## config.mk

```make
export PLATFORM = sky130hd
export DESIGN_NAME = tcc_queue
export DESIGN_NICKNAME = d
export VERILOG_FILES = /design/src/hdl/text_console_cursor_scroll_defines.svh /design/src/hdl/tcc_pkg.sv /design/src/hdl/tcc_queue.sv
export SDC_FILE = /design/constraint.sdc
export NUM_CORES = 1
export LEC_CHECK = 0
export BUFFER_PORTS_ARGS = -buffer_cell sky130_fd_sc_hd__buf_2
export CORE_ASPECT_RATIO = 1.2
export CORE_MARGIN = 2
export CORE_UTILIZATION = 39
export DETAILED_ROUTE_END_ITERATION = 10
export GPL_ROUTABILITY_DRIVEN = 0
export SETUP_SLACK_MARGIN = 0.5
export SYNTH_ARGS = -nofsm -noshare
export SYNTH_HDL_FRONTEND = slang
export SYNTH_SLANG_ARGS = --single-unit
```

## constraint.sdc

```tcl
create_clock -name i_clk -period 3.7 [get_ports i_clk]
set_input_delay 0.555 -clock i_clk [delete_from_list [all_inputs] [get_ports i_clk]]
set_output_delay 0.555 -clock i_clk [all_outputs]
set_load 0.1 [all_outputs]
```

## src/hdl/text_console_cursor_scroll_defines.svh

```systemverilog
// ----------------------------------------------------------------------------
// text console assertion macros
// shared concurrent check forms for the console engine
// ----------------------------------------------------------------------------
`ifndef TEXT_CONSOLE_CURSOR_SCROLL_DEFINES_SVH
`define TEXT_CONSOLE_CURSOR_SCROLL_DEFINES_SVH

// same-cycle implication, disabled during reset
`define TCC_ASSERT_NOW(label, clk, rst_n, ante, cons) \
    label: assert property (@(posedge clk) disable iff (!(rst_n)) (ante) |-> (cons)) \
        else $error("tcc check failed");

// next-cycle implication, disabled during reset
`define TCC_ASSERT_NEXT(label, clk, rst_n, ante, cons) \
    label: assert property (@(posedge clk) disable iff (!(rst_n)) (ante) |=> (cons)) \
        else $error("tcc check failed");

`endif

```

## src/hdl/tcc_pkg.sv

```systemverilog
// ----------------------------------------------------------------------------
// tcc_pkg
// geometry, field types and codes of the text console engine
// ----------------------------------------------------------------------------
package tcc_pkg;

    // screen geometry
    localparam int COLUMNS    = 80;
    localparam int ROWS       = 25;
    localparam int CELL_COUNT = ROWS * COLUMNS;
    localparam int COL_W      = $clog2(COLUMNS);
    localparam int LINE_W     = $clog2(ROWS);
    localparam int ADDR_W     = $clog2(CELL_COUNT);

    // scroll sweep bounds
    localparam int LAST_BASE  = (ROWS - 1) * COLUMNS;
    localparam int COPY_LAST  = LAST_BASE - 1;
    localparam int CELL_LAST  = CELL_COUNT - 1;

    // request queue
    localparam int QUEUE_DEPTH = 2;
    localparam int Q_PTR_W     = $clog2(QUEUE_DEPTH);
    localparam int Q_CNT_W     = $clog2(QUEUE_DEPTH + 1);

    // field types
    typedef logic [0:0]  t_cmd;
    typedef logic [7:0]  t_char;
    typedef logic [7:0]  t_attr;
    typedef logic [10:0] t_cell_addr;
    typedef logic [15:0] t_cell;
    typedef logic [10:0] t_cur_index;
    typedef logic [4:0]  t_cur_line;
    typedef logic [6:0]  t_cur_col;

    // codes
    localparam t_cmd  CMD_PUT      = 1'b0;
    localparam t_cmd  CMD_READ     = 1'b1;
    localparam t_char NEWLINE_CODE = 8'h0A;
    localparam t_cell BLANK_CELL   = 16'h0720;
    localparam t_attr RESET_COLOUR = 8'h07;

    // classified request
    typedef enum logic [1:0] {
        OP_READ    = 2'd0,
        OP_NEWLINE = 2'd1,
        OP_CHAR    = 2'd2
    } t_op;

    typedef struct packed {
        t_op        op;
        t_char      char_code;
        t_cell_addr cell_address;
    } t_task;

endpackage

```

## src/hdl/tcc_queue.sv

```systemverilog
// ----------------------------------------------------------------------------
// tcc_queue
// short fifo of classified requests between front and engine
// ----------------------------------------------------------------------------
module tcc_queue (
    input  logic           i_clk,
    input  logic           i_rst_n,
    input  logic           i_push,
    input  tcc_pkg::t_task i_task,
    input  logic           i_pop,
    output logic           o_full,
    output logic           o_valid,
    output tcc_pkg::t_task o_task
);
    import tcc_pkg::*;

    t_task              r_slot [QUEUE_DEPTH];
    logic [Q_PTR_W-1:0] r_wr_ptr;
    logic [Q_PTR_W-1:0] r_rd_ptr;
    logic [Q_CNT_W-1:0] r_count;
    logic [Q_PTR_W-1:0] n_wr_ptr;
    logic [Q_PTR_W-1:0] n_rd_ptr;
    logic [Q_CNT_W-1:0] n_count;

    assign o_full  = (r_count == Q_CNT_W'(QUEUE_DEPTH));
    assign o_valid = (r_count != '0);
    assign o_task  = r_slot[r_rd_ptr];

    // pointer and fill level update
    always_comb begin
        n_wr_ptr = r_wr_ptr;
        n_rd_ptr = r_rd_ptr;
        n_count  = r_count;
        if (i_push) begin
            n_wr_ptr = (r_wr_ptr == Q_PTR_W'(QUEUE_DEPTH - 1)) ? '0 : r_wr_ptr + 1'b1;
        end
        if (i_pop) begin
            n_rd_ptr = (r_rd_ptr == Q_PTR_W'(QUEUE_DEPTH - 1)) ? '0 : r_rd_ptr + 1'b1;
        end
        if (i_push && !i_pop) begin
            n_count = r_count + 1'b1;
        end else if (!i_push && i_pop) begin
            n_count = r_count - 1'b1;
        end
    end

    always_ff @(posedge i_clk) begin
        if (!i_rst_n) begin
            r_wr_ptr <= '0;
            r_rd_ptr <= '0;
            r_count  <= '0;
        end else begin
            r_wr_ptr <= n_wr_ptr;
            r_rd_ptr <= n_rd_ptr;
            r_count  <= n_count;
        end
    end

    // payload slots
    always_ff @(posedge i_clk) begin
        if (i_push) begin
            r_slot[r_wr_ptr] <= i_task;
        end
    end
endmodule

```

==> qor.json <==
{
  "synthesis": {
    "post_synth_inst_count": 87,
    "synth_top_area_frac": 0.729,
    "yosys-mux-area-fraction": 0.137,
    "synth.area.top_cells": "sky130_fd_sc_hd__edfxtp_1 73%, sky130_fd_sc_hd__mux2_2 14%, sky130_fd_sc_hd__dfxtp_1 5.8%",
    "main_combinational_cell_family_by_area_after_synthesis": "multiplexers",
    "synthDistinctLibCells": 16,
    "synth_register_bits": 47,
    "yosys.area_share.adder": 0.00724,
    "compound_gate_portion_of_the_synthesized_area": 0.0116,
    "yosysSeqAreaShare": 0.787,
    "synth_xor_area_frac": 0.0152,
    "ys.warnings.count": 0,
    "post-synth-top-area-cell": "sky130_fd_sc_hd__edfxtp_1",
    "synth_simple_gate_area_share": 0.0340,
    "syn-num-nets": 113,
    "synth_area_mm2": 0.00173,
    "syn-mean-instance-area_um2": 19.9
  },
  "clocking": {
    "clk_root_buffer_cell": "sky130_fd_sc_hd__clkbuf_8",
    "number_of_cts_inserted_buffers": 5,
    "cts-root-to-sink-buffers": 2,
    "clock_sink_count": 47,
    "tritoncts": "done",
    "cts_setup_buffers": 0,
    "postCtsResizedCells": 0,
    "clk_pin_slew_worst_paths_ns": 0.08,
    "cts_hold_repair.buffers": 0,
    "insertion_delay_ns": 0.28,
    "htreeDepth": 2
  },
  "detailed_routing": {
    "drt-total-wl_mm": 2.75,
    "vias": 896,
    "routed_via_density": 4.57,
    "dr.pass1.iters": 4,
    "drt_iter0_markers": 14,
    "detail_route.wl_per_cell_um": 14.0,
    "route.antenna.remaining_nets": 0,
    "drcViolationCount": 0
  },
  "global_routing": {
    "grt_pass1_vias": 1011,
    "overflow_after_grt": 0,
    "grt_antenna_before_repair": 0,
    "grt_first_pass_wirelength_mm": 4.62,
    "total_routing_usage_gr": 0.123,
    "grt_max_degree": 23
  },
  "floorplan": {
    "initial_utilization": 0.406,
    "chipHeight_um": 76.9,
    "std_cell_rows": 26,
    "ios": 48,
    "dieWidth_um": 64.8,
    "die_area_mm2": 0.00498,
    "core_area_mm2": 0.00426
  },
  "place": {
    "dpl_worst_slack_ns": 1.44,
    "numPlacedInstances": 188,
    "cell_area_reported_after_detailed_placement_mm2": 0.00203,
    "io_buffers": 47,
    "dp_hpwl_mm": 1.87
  },
  "sta": {
    "fin_tns_setup_ns": 0,
    "finalCriticalPeriod_ns": 2.50,
    "finalSetupViolations": 0,
    "period_share": 0.675,
    "final-max-slew-violation-count": 0,
    "final.setup_skew_ns": 0.00660,
    "fmax_mhz": 400,
    "fin_hold_ws_ns": 0.456,
    "post_route_setup_slack_ns": 1.20,
    "tightestPinTransition_ns": 1.10,
    "setup_repair_after_global_routing_missed_its_margin": "no",
    "worst_slew_margin_rel": 0.261,
    "finalHoldViolCount": 0
  },
  "worst_setup_path": {
    "timing.critical_path.cells": "mux2_2, buf_2",
    "critPathKind": "flop to output port",
    "critical_path.startpoint_type": "flop",
    "crit_path_max_incr_delay_ns": 0.92,
    "cp_data_arrival_time_ns": 1.94,
    "setup.worst_path.end_class": "output port",
    "master_of_the_slowest_instance_on_the_critical_path": "sky130_fd_sc_hd__dfxtp_1",
    "cp_data_required_time_ns": 3.14,
    "crit_path_max_fanout": 21
  },
  "power": {
    "p_leak_nw": 0.810,
    "fraction_of_power_spent_switching_nets": 0.333,
    "irDropWorstVdd_v": 0.000283,
    "net-switching-power_mw": 0.411,
    "seq_power_share": 0.509,
    "internal-power_mw": 0.824,
    "power_frac_comb": 0.247,
    "p_clk_frac": 0.244,
    "powerDensity_mw_per_mm2": 583
  },
  "final_layout": {
    "layoutNonFillerInstCount": 196,
    "antenna-diode-count": 0,
    "drive_gt1_frac": 0.557,
    "final_area_mm2": 0.00212,
    "final_nets": 165,
    "area_delta_synth_final_pct": 22.5
  },
  "min_path": {
    "holdCritPathClass": "primary input to flop"
  },
  "run": {
    "max-cap-violations": 0
  },
  "run_status": {
    "status": "complete, no violations"
  }
}
layout by cell type (no fill, tap or decap):
cell,count
sky130_fd_sc_hd__a21boi_1,1
sky130_fd_sc_hd__and2_1,4
sky130_fd_sc_hd__and2b_2,1
sky130_fd_sc_hd__buf_2,47
sky130_fd_sc_hd__clkbuf_1,1
sky130_fd_sc_hd__clkbuf_8,6
sky130_fd_sc_hd__clkinv_2,1
sky130_fd_sc_hd__dfxtp_1,5
sky130_fd_sc_hd__edfxtp_1,42
sky130_fd_sc_hd__ha_1,1
sky130_fd_sc_hd__inv_1,1
sky130_fd_sc_hd__mux2_2,21
sky130_fd_sc_hd__nor2b_1,1
sky130_fd_sc_hd__nor2b_2,1
sky130_fd_sc_hd__o21a_1,1
sky130_fd_sc_hd__o21ai_0,1
sky130_fd_sc_hd__or2_2,1
sky130_fd_sc_hd__or3_1,1
sky130_fd_sc_hd__xnor2_1,1
sky130_fd_sc_hd__xor2_1,2
layout make-up:
class / count / area [µm²]
clock buffer: 7 / 86.3
clock inverter: 1 / 5.00
fill: 375 / 2140
inverter: 1 / 3.75
multi-input combinational: 37 / 357
sequential: 47 / 1360
tap: 56 / 70.1
timing repair buffer: 47 / 235
cells in the mapped netlist:
cell	instances
sky130_fd_sc_hd__inv_1	1
sky130_fd_sc_hd__a21boi_1	1
sky130_fd_sc_hd__mux2_2	21
sky130_fd_sc_hd__nor2b_1	2
sky130_fd_sc_hd__xor2_1	2
sky130_fd_sc_hd__xnor2_1	1
sky130_fd_sc_hd__and2b_2	1
sky130_fd_sc_hd__edfxtp_1	42
sky130_fd_sc_hd__buf_2	2
sky130_fd_sc_hd__and2_1	4
sky130_fd_sc_hd__o21a_1	1
sky130_fd_sc_hd__o21ai_0	1
sky130_fd_sc_hd__dfxtp_1	5
sky130_fd_sc_hd__or2_2	1
sky130_fd_sc_hd__ha_1	1
sky130_fd_sc_hd__or3_1	1
per-layer routing:
layer / global-route usage / vias to the layer above / part of all wire / routed length [µm]
li1: - / 433 / - / -
met1: 0.130 / 438 / 0.37 / 1030
met2: 0.226 / 23 / 0.57 / 1560
met3: 0.0293 / 2 / 0.051 / 140
met4: 0.0574 / 0 / 0.0091 / 25
met5: 0 / - / 0 / 0
metrics by stage:
stage               utilization  power [mW]
floorplan                     -       0.897
global placement          0.476       0.943
detailed placement        0.476       0.949
CTS                       0.497        1.25
global route              0.497        1.28
finish                    0.497        1.23
final timing paths:
path,to,depth (start not counted),slack [ns],from
worst max-delay path,o_task[0],2,1.20,flop
worst min-delay path,r_slot[1][5],1,0.46,i_task[5]
worst max register to register,r_slot[0][16],1,2.12,r_wr_ptr
worst min register to register,r_count[1],2,0.53,r_count[1]
power groups by stage:
stage               clock network, mW  logic, mW  registers [mW]
finish                          0.301      0.305           0.628
global route                    0.331      0.317           0.633
CTS                             0.313      0.308           0.629
global placement                    0      0.304           0.639
floorplan                           0      0.268           0.630
detailed placement                  0      0.307           0.641
registers in the layout, indices dropped and copies added (netlist names), named ones only:
register / flops
r_wr_ptr: 1
r_count: 2
r_rd_ptr: 1
r_slot: 42
cell families after synthesis:
family / Yosys count
flops: 47
mux: 21
simple gates: 9
compound gates: 3
xor+xnor: 3
buf+inv: 3
fa+ha+maj: 1
worst max-delay path, delay by kind of cell, from the launching register on:
family | cells | cell delay [ns]
flops | 1 | 0.92
mux | 1 | 0.31
buf+inv | 1 | 0.42
No activity file was read; power rests on OpenSTA's default activity.
